`src/rtl/rts_pkg.sv`:
```
package rts_pkg;

  // Fixed field widths of the command and result ports
  localparam int unsigned OP_W     = 2;
  localparam int unsigned ITEM_W   = 32;
  localparam int unsigned TICKET_W = 32;
  localparam int unsigned STATUS_W = 2;
  localparam int unsigned COUNT_W  = 5;

  // Widest value a cell may keep; values are staged at this width
  localparam int unsigned VALUE_MAX_W = 64;

  typedef enum logic [OP_W-1:0] {
    OP_INSERT = 2'd0,
    OP_POP    = 2'd1,
    OP_COUNT  = 2'd2
  } op_e;

  typedef enum logic [STATUS_W-1:0] {
    ST_OK        = 2'd0,
    ST_FULL      = 2'd1,
    ST_NOT_FOUND = 2'd2,
    ST_EXHAUSTED = 2'd3
  } status_e;

  // Control half of the wave that walks the cell row
  typedef struct packed {
    logic vld;    // a command occupies this hop
    op_e  op;
    logic done;   // a cell upstream already claimed or hit
    logic allow;  // insert may take a receipt (counter not at max)
  } wave_ctl_t;

endpackage

```
`src/rtl/receipt_tagged_store_top.sv`:
```
// Channel  | Handshake            | Fields
// ---------+----------------------+--------------------------------------------------
// command  | start_i / busy_o     | op_i, item_value_i, ticket_i
// result   | done_o (strobe)      | status_o, issued_ticket_o, popped_value_o,
//          |                      | match_count_o, occupancy_o
//
// A command is taken when start_i is high and busy_o low. It travels the row
// of CAPACITY slot cells one cell per cycle; done_o is registered from the
// wave leaving the last cell, and the beat is taken at the edge that ends the
// done_o cycle. busy_o drops in that same done_o cycle, so no new command is
// taken until the last one has walked the cell row. Reset clears all slot
// valid bits, the receipt counter and the occupancy at once. The receiver
// cannot stall: a result beat is valid for its single done_o cycle only.
module receipt_tagged_store_top #(
  parameter int unsigned CAPACITY    = 16,
  parameter int unsigned VALUE_WIDTH = 32
) (
  input  logic                                clk_i,
  input  logic                                rst_ni,
  input  logic                                start_i,
  output logic                                busy_o,
  input  logic [rts_pkg::OP_W-1:0]            op_i,
  input  logic signed [rts_pkg::ITEM_W-1:0]   item_value_i,
  input  logic [rts_pkg::TICKET_W-1:0]        ticket_i,
  output logic                                done_o,
  output logic [rts_pkg::STATUS_W-1:0]        status_o,
  output logic [rts_pkg::TICKET_W-1:0]        issued_ticket_o,
  output logic signed [rts_pkg::ITEM_W-1:0]   popped_value_o,
  output logic [rts_pkg::COUNT_W-1:0]         match_count_o,
  output logic [rts_pkg::COUNT_W-1:0]         occupancy_o
);
  import rts_pkg::*;

  localparam int unsigned VW = VALUE_WIDTH;
  localparam int unsigned CW = $clog2(CAPACITY + 1);

  // Wave links between cells; index 0 is the launch point
  wave_ctl_t           ctl_w [CAPACITY+1];
  logic [VW-1:0]       val_w [CAPACITY+1];
  logic [TICKET_W-1:0] tkt_w [CAPACITY+1];
  logic [CW-1:0]       cnt_w [CAPACITY+1];
  logic [VW-1:0]       pop_w [CAPACITY+1];

  logic                busy_q, busy_d;
  logic [TICKET_W-1:0] counter_q, counter_d;
  logic [CW-1:0]       stored_q, stored_d;
  logic                accept;
  logic                fin;
  op_e                 op_in;
  logic [VALUE_MAX_W-1:0]        val_ext;
  logic signed [VALUE_MAX_W-1:0] pop_ext;

  // Result registers
  logic                done_q;
  status_e             status_q, status_d;
  logic [TICKET_W-1:0] issued_q, issued_d;
  logic [ITEM_W-1:0]   popped_q, popped_d;
  logic [CW-1:0]       match_q;

  assign accept  = start_i && !busy_q;
  assign op_in   = op_e'(op_i);
  assign val_ext = VALUE_MAX_W'($unsigned(item_value_i));

  // Launch: the receipt to be issued rides with an insert
  always_comb begin
    ctl_w[0].vld   = accept;
    ctl_w[0].op    = op_in;
    ctl_w[0].done  = 1'b0;
    ctl_w[0].allow = (counter_q != '1);
    val_w[0]       = val_ext[VW-1:0];
    tkt_w[0]       = (op_in == OP_INSERT) ? (counter_q + TICKET_W'(1)) : ticket_i;
    cnt_w[0]       = '0;
    pop_w[0]       = '0;
  end

  // Row of slot cells
  for (genvar g = 0; g < CAPACITY; g++) begin : g_cell
    rts_cell #(
      .VW (VW),
      .CW (CW)
    ) u_cell (
      .clk_i  (clk_i),
      .rst_ni (rst_ni),
      .ctl_i  (ctl_w[g]),
      .val_i  (val_w[g]),
      .tkt_i  (tkt_w[g]),
      .cnt_i  (cnt_w[g]),
      .pop_i  (pop_w[g]),
      .ctl_o  (ctl_w[g+1]),
      .val_o  (val_w[g+1]),
      .tkt_o  (tkt_w[g+1]),
      .cnt_o  (cnt_w[g+1]),
      .pop_o  (pop_w[g+1])
    );
  end

  assign fin     = ctl_w[CAPACITY].vld;
  assign pop_ext = VALUE_MAX_W'(signed'(pop_w[CAPACITY]));

  // Wave leaves the row: settle status, counter and occupancy
  always_comb begin
    busy_d    = busy_q;
    counter_d = counter_q;
    stored_d  = stored_q;
    status_d  = ST_OK;
    issued_d  = '0;
    popped_d  = '0;
    if (accept) begin
      busy_d = 1'b1;
    end
    if (fin) begin
      busy_d = 1'b0;
      case (ctl_w[CAPACITY].op)
        OP_INSERT: begin
          if (!ctl_w[CAPACITY].done) begin
            status_d = ST_FULL;
          end else if (!ctl_w[CAPACITY].allow) begin
            status_d = ST_EXHAUSTED;
          end else begin
            counter_d = tkt_w[CAPACITY];
            issued_d  = tkt_w[CAPACITY];
            stored_d  = stored_q + CW'(1);
          end
        end
        OP_POP: begin
          if (!ctl_w[CAPACITY].done) begin
            status_d = ST_NOT_FOUND;
          end else begin
            popped_d = pop_ext[ITEM_W-1:0];
            stored_d = stored_q - CW'(1);
          end
        end
        default: ;
      endcase
    end
  end

  // Control state
  always_ff @(posedge clk_i or negedge rst_ni) begin
    if (!rst_ni) begin
      busy_q    <= 1'b0;
      counter_q <= '0;
      stored_q  <= '0;
      done_q    <= 1'b0;
    end else begin
      busy_q    <= busy_d;
      counter_q <= counter_d;
      stored_q  <= stored_d;
      done_q    <= fin;
    end
  end

  // Result payload
  always_ff @(posedge clk_i) begin
    if (fin) begin
      status_q <= status_d;
      issued_q <= issued_d;
      popped_q <= popped_d;
      match_q  <= cnt_w[CAPACITY];
    end
  end

  assign busy_o          = busy_q;
  assign done_o          = done_q;
  assign status_o        = status_q;
  assign issued_ticket_o = issued_q;
  assign popped_value_o  = signed'(popped_q);
  assign match_count_o   = COUNT_W'(match_q);
  assign occupancy_o     = COUNT_W'(stored_q);

endmodule

```
`src/rtl/rts_cell.sv`:
```
module rts_cell #(
  parameter int unsigned VW = 32,
  parameter int unsigned CW = 5
) (
  input  logic                           clk_i,
  input  logic                           rst_ni,
  input  rts_pkg::wave_ctl_t             ctl_i,
  input  logic [VW-1:0]                  val_i,
  input  logic [rts_pkg::TICKET_W-1:0]   tkt_i,
  input  logic [CW-1:0]                  cnt_i,
  input  logic [VW-1:0]                  pop_i,
  output rts_pkg::wave_ctl_t             ctl_o,
  output logic [VW-1:0]                  val_o,
  output logic [rts_pkg::TICKET_W-1:0]   tkt_o,
  output logic [CW-1:0]                  cnt_o,
  output logic [VW-1:0]                  pop_o
);
  import rts_pkg::*;

  // Slot state
  logic                valid_q, valid_d;
  logic [VW-1:0]       value_q;
  logic [TICKET_W-1:0] ticket_q;
  logic                wr;

  // Wave stage toward the next cell
  wave_ctl_t           ctl_q, ctl_d;
  logic [VW-1:0]       val_q;
  logic [TICKET_W-1:0] tkt_q;
  logic [CW-1:0]       cnt_q, cnt_d;
  logic [VW-1:0]       pop_q, pop_d;

  // Act on the beat passing through this cell
  always_comb begin
    valid_d = valid_q;
    ctl_d   = ctl_i;
    cnt_d   = cnt_i;
    pop_d   = pop_i;
    wr      = 1'b0;
    if (ctl_i.vld) begin
      case (ctl_i.op)
        OP_INSERT: begin
          // first free slot claims the insert; it fills only if a receipt exists
          if (!ctl_i.done && !valid_q) begin
            ctl_d.done = 1'b1;
            if (ctl_i.allow) begin
              valid_d = 1'b1;
              wr      = 1'b1;
            end
          end
        end
        OP_POP: begin
          if (!ctl_i.done && valid_q && (ticket_q == tkt_i)) begin
            ctl_d.done = 1'b1;
            valid_d    = 1'b0;
            pop_d      = value_q;
          end
        end
        OP_COUNT: begin
          if (valid_q && (value_q == val_i)) begin
            cnt_d = cnt_i + CW'(1);
          end
        end
        default: ;
      endcase
    end
  end

  // Control registers
  always_ff @(posedge clk_i or negedge rst_ni) begin
    if (!rst_ni) begin
      valid_q <= 1'b0;
      ctl_q   <= '0;
    end else begin
      valid_q <= valid_d;
      ctl_q   <= ctl_d;
    end
  end

  // Payload registers
  always_ff @(posedge clk_i) begin
    if (wr) begin
      value_q  <= val_i;
      ticket_q <= tkt_i;
    end
    val_q <= val_i;
    tkt_q <= tkt_i;
    cnt_q <= cnt_d;
    pop_q <= pop_d;
  end

  assign ctl_o = ctl_q;
  assign val_o = val_q;
  assign tkt_o = tkt_q;
  assign cnt_o = cnt_q;
  assign pop_o = pop_q;

endmodule

```
`config.mk`:
```
export PLATFORM = sky130hd
export DESIGN_NAME = receipt_tagged_store_top
export DESIGN_NICKNAME = d
export VERILOG_FILES = /design/src/rtl/rts_pkg.sv /design/src/rtl/receipt_tagged_store_top.sv /design/src/rtl/rts_cell.sv
export SDC_FILE = /design/constraint.sdc
export NUM_CORES = 2
export LEC_CHECK = 0
export BUFFER_PORTS_ARGS = -buffer_cell sky130_fd_sc_hd__buf_2
export CELL_PAD_IN_SITES_DETAIL_PLACEMENT = 1
export CELL_PAD_IN_SITES_GLOBAL_PLACEMENT = 2
export CORE_UTILIZATION = 42
export DETAILED_ROUTE_END_ITERATION = 16
export GPL_ROUTABILITY_DRIVEN = 1
export PLACE_DENSITY = 0.71
export SETUP_SLACK_MARGIN = 0.1
export SYNTH_ARGS = -nofsm -noshare
export SYNTH_HDL_FRONTEND = slang
export SYNTH_SLANG_ARGS = --single-unit
```
`constraint.sdc`:
```
create_clock -name clk_i -period 7.4 [get_ports clk_i]
set_clock_uncertainty 0.1 [all_clocks]
set_input_delay 0.74 -clock clk_i [delete_from_list [all_inputs] [get_ports clk_i]]
set_output_delay 0.74 -clock clk_i [all_outputs]
set_load 0.03 [all_outputs]
```
After elaboration in Yosys (flattened, before gate mapping)

Index checks and enable logic that the tools add are counted.

Add/sub/neg operators: 18
Eq/ne operators: 115
Multiplexer cells: 293
Reduce and logical (&&, ||, !) cells: 151

Operators by type and width:

| operator                                                           | number |
|---|---|
| 32-bit two-way mux                                                 | 46 |
| 32-bit == test                                                     | 32 |
| 5-bit two-way mux                                                  | 48 |
| 1-bit two-way mux                                                  | 162 |
| 5-bit by 1-bit adder with 5-bit output, second input constant      | 16 |
| 5-bit AND reduction                                                | 16 |
| 2-bit by 1-bit != test with 1-bit output, second input constant    | 34 |
| 1-bit case mux with 2 select lines                                 | 32 |
| 1-bit logical AND                                                  | 63 |
| 2-bit nonzero test                                                 | 18 |
| 2-bit by 1-bit == test with 1-bit output, second input constant    | 17 |
| 2-bit logical NOT                                                  | 17 |
| 32-bit by 1-bit adder with 32-bit output, second input constant    | 1 |
| 2-bit == test, second input constant                               | 16 |
| 32-bit != test, second input constant                              | 1 |
| 1-bit logical NOT                                                  | 31 |
| 2-bit != test, second input constant                               | 15 |
| 5-bit case mux with 2 select lines                                 | 1 |
| 3-bit AND reduction                                                | 3 |
| 2-bit two-way mux                                                  | 3 |
| 5-bit by 1-bit subtractor with 5-bit output, second input constant | 1 |
| 2-bit case mux with 2 select lines                                 | 1 |
| 2-bit AND reduction                                                | 2 |
| 4-bit AND reduction                                                | 1 |

Register bits after elaboration: 2814
Input bits: 69

Logic depth before layout (Yosys ltp)

Depth in word-level cells: 7
Depth in mapped cells: 11

Cells and area by module

Synthesis repeated with hierarchy kept, for this count alone.

Cell total of the unflattened synthesis: 5503
Area, all modules: 92892.8 sq um

By module, submodules not included:

| module                           | times used | cells an instance | area an instance (sq um) | seq. area each (sq um) |
|---|---|---|---|---|
| rts_cell (g_cell[11].u_cell ...) | 14         | 317               | 5492.8                   | 4093.9 |
| rts_cell (g_cell[10].u_cell)     | 1          | 327               | 5410.2                   | 4093.9 |
| rts_cell (g_cell[0].u_cell)      | 1          | 315               | 5357.6                   | 4093.9 |
| receipt_tagged_store_top         | 1          | 423               | 5226.3                   | 3108.0 |

Worst setup path before layout

OpenSTA, ideal clock, no wires.

Kind: register to register
From: reg g_cell[14].u_cell.ctl_q (netlist bit g_cell[14].u_cell.ctl_o[3])
To: reg g_cell[15].u_cell.ticket_q[0], enable pin
Library setup time: 0.644 ns
Data arrival time: 6.649 ns
Required time: 6.656 ns
Setup slack: 0.006 ns
Cell stages (with the launch flop): 3
Clock period less this slack: 7.394 ns
Cells stage by stage: dfrtp_1 -> nand2b_1 -> nor4_1

Cells in the longest elaborated chain, start to end: 3

RTL lines:

| what                     | RTL line       | text |
|---|---|---|
| start: declaration       | rts_cell.sv:27 | `wave_ctl_t ctl_q, ctl_d;` |
| start signal: assignment | rts_cell.sv:76 | `ctl_q <= ctl_d;` |
| 2-bit logical NOT        | rts_cell.sv:41 | `case (ctl_i.op)` |
| 1-bit two-way mux        | rts_cell.sv:41 |  |
| 1-bit two-way mux        | rts_cell.sv:40 | `if (ctl_i.vld) begin` |
| net g_cell[15].u_cell.wr | rts_cell.sv:24 | `logic wr;` |
| end signal: assignment   | rts_cell.sv:84 | `ticket_q <= tkt_i;` |
| end: declaration         | rts_cell.sv:23 | `logic [TICKET_W-1:0] ticket_q;` |

The timed path passes the listed nets, and every way through them passes these cells.
A chain may end at the register's enable or synchronous reset.

Final worst setup path

From: reg counter_q[0]
To: reg g_cell[0].u_cell.pop_q[18]

Cells in the longest elaborated chain, start to end: 5

RTL lines:

| what                                     | RTL line                        | text |
|---|---|---|
| start: declaration                       | receipt_tagged_store_top.sv:45  | `logic [TICKET_W-1:0] counter_q, counter_d;` |
| start signal: assignment                 | receipt_tagged_store_top.sv:147 | `counter_q <= counter_d;` |
| 32-bit by 1-bit adder with 32-bit output | receipt_tagged_store_top.sv:71  | `tkt_w[0] = (op_in == OP_INSERT) ? (counter_q + TICKET_W'(1)) : ticket_i;` |
| 32-bit two-way mux                       | receipt_tagged_store_top.sv:71  |  |
| net g_cell[0].u_cell.tkt_i (one bit)     | rts_cell.sv:9                   | `input logic [rts_pkg::TICKET_W-1:0] tkt_i,` |
| 32-bit == test                           | rts_cell.sv:53                  | `if (!ctl_i.done && valid_q && (ticket_q == tkt_i)) begin` |
| 1-bit logical AND                        | rts_cell.sv:53                  |  |
| 3-bit AND reduction (no line)            | --                              |  |
| end signal: assignment                   | rts_cell.sv:89                  | `pop_q <= pop_d;` |
| end: declaration                         | rts_cell.sv:31                  | `logic [VW-1:0] pop_q, pop_d;` |

The timed path passes the listed nets, and every way through them passes these cells.

==> metrics.cfg <==
[setup_path]
reg2reg_setup_slack_ns=3.74
cp-start-kind=flip-flop
crit_fanout=34
path_class=reg -> reg
cp_data_required_time_ns=8.13
critical_path_arrival_ns=4.39
endpoint_kind=flip-flop
timing.rr.start=counter_q[0]
reg2reg_to=g_cell[0].u_cell.pop_o[18]
worstRegToRegCells=9

[min_path]
hold_depth=3
holdCritPathClass=in -> reg
hold_path_startpoint=ticket_i[12]
hold_end=g_cell[0].u_cell.tkt_o[12]

[routing]
via_per_inst=4.71
vias=42425
drc=0
avgRoutedWirePerCell_microns=21.2
drt-total-wl_mm=191
drtIter0Drc=2287
ant_nets=0
detail_route.first_pass.iterations=5

[timing]
drv_slew=0
tightest_slew_ns=1.24
rsz0062_at_grt=false
fin_crit_sh_pct=49.4
finalSetupTns_ns=0
finalHoldViolCount=0
min_period_ns=3.66
relSlewSlack_pct=17.3
setup_viol_count_final=0
max_freq_mhz=273

[clock_network]
cts_tree=done
htreeDepth=5
clkTransAtPathRegs_ns=0.06
post-cts-setup-buffers=0
clkSinkCount=2804
clock-root-buffer=clkbuf_16
clock_path_buffers=4
insertion_delay_ns=0.90
cts_buffers=300

[global_routing]
grt_max_degree=70
grt-ovfl-total=0
grt.total_usage_pct=17.8
grt_pass1_vias=46393
grt_pass1_wl_mm=292
grt_antenna_before_repair=8

[finish]
layout.nets=6049
area_growth_pct=16.2
drive_above_1_share_pct=19.3
utilization_pct=49.0

[power]
powerDensity_mw_per_mm2=309
p_leak_nw=38.2
peakVddDrop_uv=262

[logic_synthesis]
synth_edf_count=1095
synth_common_cells=1574 x dfxtp_1, 1095 x edfxtp_1, 841 x xnor2_1, 525 x mux2_2, 247 x xor2_1
yosys_register_bits=2804
synth_area_leaders=edfxtp_1 37%, dfxtp_1 35%, xnor2_1 8.2%
synth_cell_types=63
synth-main-ff-cell=dfxtp_1
synth_cells=5498
yosys.area.top_type_share_pct=36.8
avgSynthCellArea_sq_um=16.3
yosysMostFrequentCell=dfxtp_1
syn_area_sq_mm=0.0894
ys_async_sr_fraction_pct=4.81
ys_warn_count=0
postSynthNetCount=5586
ys_seq_area_share_pct=75.8
yosysTopAreaCell=edfxtp_1

[place]
gp_congestion=0.850
hpwl_mm=138
io_buffer_count=146

[floorplanning]
die_area_sq_mm=0.215
rows=169
start_util_pct=42.2
io_pins=147
fp.dieW_microns=463
die_h_microns=463
core_sq_mm=0.212

[run]
drv_cap=0

[run_status]
status=complete, no violations

[area by class of cell]
class / instances / area [sq um]
Antenna cell: 5 / 12.5
Clock buffer: 445 / 8740
Clock inverter: 86 / 783
Fill cell: 20109 / 108000
Inverter: 58 / 218
Multi-Input combinational cell: 2558 / 21300
Sequential cell: 2804 / 67800
Tap cell: 2821 / 3530
Timing Repair Buffer: 239 / 1540
[cell families (layout without fill, tap and decap cells)]
family / Yosys count / after routing / share of synthesized area (%)
AOI/OAI and AO/OA: 147 / 147 / 0.981
and+or+nand+nor: 774 / 774 / 5.00
muxes: 530 / 530 / 6.67
buffers and inverters: 136 / 828 / 0.632
DFF: 2804 / 2804 / 75.8
adders and majority gates: 19 / 19 / 0.274
xor gates and xnor gates: 1088 / 1088 / 10.7
other: 0 / 5 / 0
[per-layer routing]
metal | GRT usage, % | vias to the layer above | share of wire, %
met5 | 0 | - | 0.0068
met4 | 7.29 | 2 | 3.9
met3 | 3.09 | 397 | 3.6
met2 | 29.3 | 694 | 48
met1 | 23.1 | 20925 | 45
li1 | - | 20407 | -
[repair_timing]
action / in CTS / in global routing
hold endpoints to repair: 138 / 0
gates resized for setup: 0 / 0
hold buffers: 41 / 0
[placed cells by master (no fill, tap or decap), types with 7 or more instances in the layout]
cell type | synthesis | final
dfxtp_1 | 1574 | 1574
o22ai_1 | 8 | 8
xor2_1 | 247 | 247
and4_1 | 9 | 9
nor4_1 | 103 | 93
and3_1 | 41 | 40
nor4b_1 | 8 | 7
inv_1 | 58 | 58
xnor2_1 | 841 | 841
buf_4 | 5 | 52
nand3_1 | 57 | 57
mux2_2 | 525 | 525
ha_1 | 18 | 18
a21o_1 | 16 | 16
nor3_2 | 2 | 12
bufinv_16 | 0 | 13
clkbuf_8 | 0 | 39
edfxtp_1 | 1095 | 1095
nor4_4 | 1 | 8
nand4_1 | 223 | 223
nor3_1 | 41 | 30
a21oi_1 | 45 | 45
nand2_1 | 101 | 101
o21ai_0 | 48 | 48
dfrtp_1 | 135 | 134
buf_2 | 10 | 145
and2_1 | 67 | 67
clkbuf_16 | 0 | 314
clkinv_1 | 0 | 10
nor2_1 | 57 | 55
clkbuf_1 | 35 | 92
dlygate4sd3_1 | 0 | 41
clkinv_2 | 0 | 51
nand2b_1 | 25 | 25
[registers in the layout, indices dropped and copies added, names as in the netlist]
name and cells:
counter_q 32, g_cell.u_cell.cnt_o 70, g_cell.u_cell.valid_q 16, g_cell.u_cell.ticket_q 512
busy_o 1, match_count_o 5, status_o 2, g_cell.u_cell.val_o 480
g_cell.u_cell.tkt_o 512, done_o 1, occupancy_o 5, issued_ticket_o 32
g_cell.u_cell.pop_o 512, g_cell.u_cell.value_q 512, g_cell.u_cell.ctl_o 80, popped_value_o 32
[power breakdown]
part	switching, mW	total [mW]	internal, mW
clock network	5.79	14.4	8.62
registers	0.522	17.0	16.5
logic	0.340	0.669	0.329
total	6.65	32.1	25.5
[worst max-delay path by stage]
stage,from,endpoint,cells past startpoint
global route,counter_q[0],g_cell[0].u_cell.pop_o[18],9
finish,counter_q[0],g_cell[0].u_cell.pop_o[18],9
CTS,counter_q[0],g_cell[0].u_cell.pop_o[18],9
detailed placement,op_i[1],g_cell[0].u_cell.pop_o[18],9
global placement,op_i[1],g_cell[0].u_cell.pop_o[15],9
floorplan,op_i[1],g_cell[0].u_cell.ticket_q[0],5
[through the flow]
stage | power (mW) | setup WS [ns] | cells | instance area, sq um | hold slack, ns
after floorplan | 17.6 | 0.271 | 5498 | 89500 | 0.247
after global placement | 18.0 | 3.47 | 8439 | 93900 | 0.256
after detailed placement | 18.0 | 3.42 | 8439 | 93900 | 0.262
after CTS | 32.5 | 3.75 | 9011 | 104000 | 0.0207
after global routing | 33.2 | 3.48 | 9012 | 104000 | 0.0825
final | 32.1 | 3.74 | 9016 | 104000 | 0.102
[worst max-delay path: stages (launching register included)]
cell	delay (ns)
dfrtp_1	0.49
ha_1	0.26
nand3_2	0.23
nor4_1	0.52
nand2_1	0.13
xor2_1	0.32
o21ai_0	0.23
a2111oi_1	0.50
and4_4	0.56
and2_1	0.19
No activity file was read; power rests on OpenSTA's default activity.
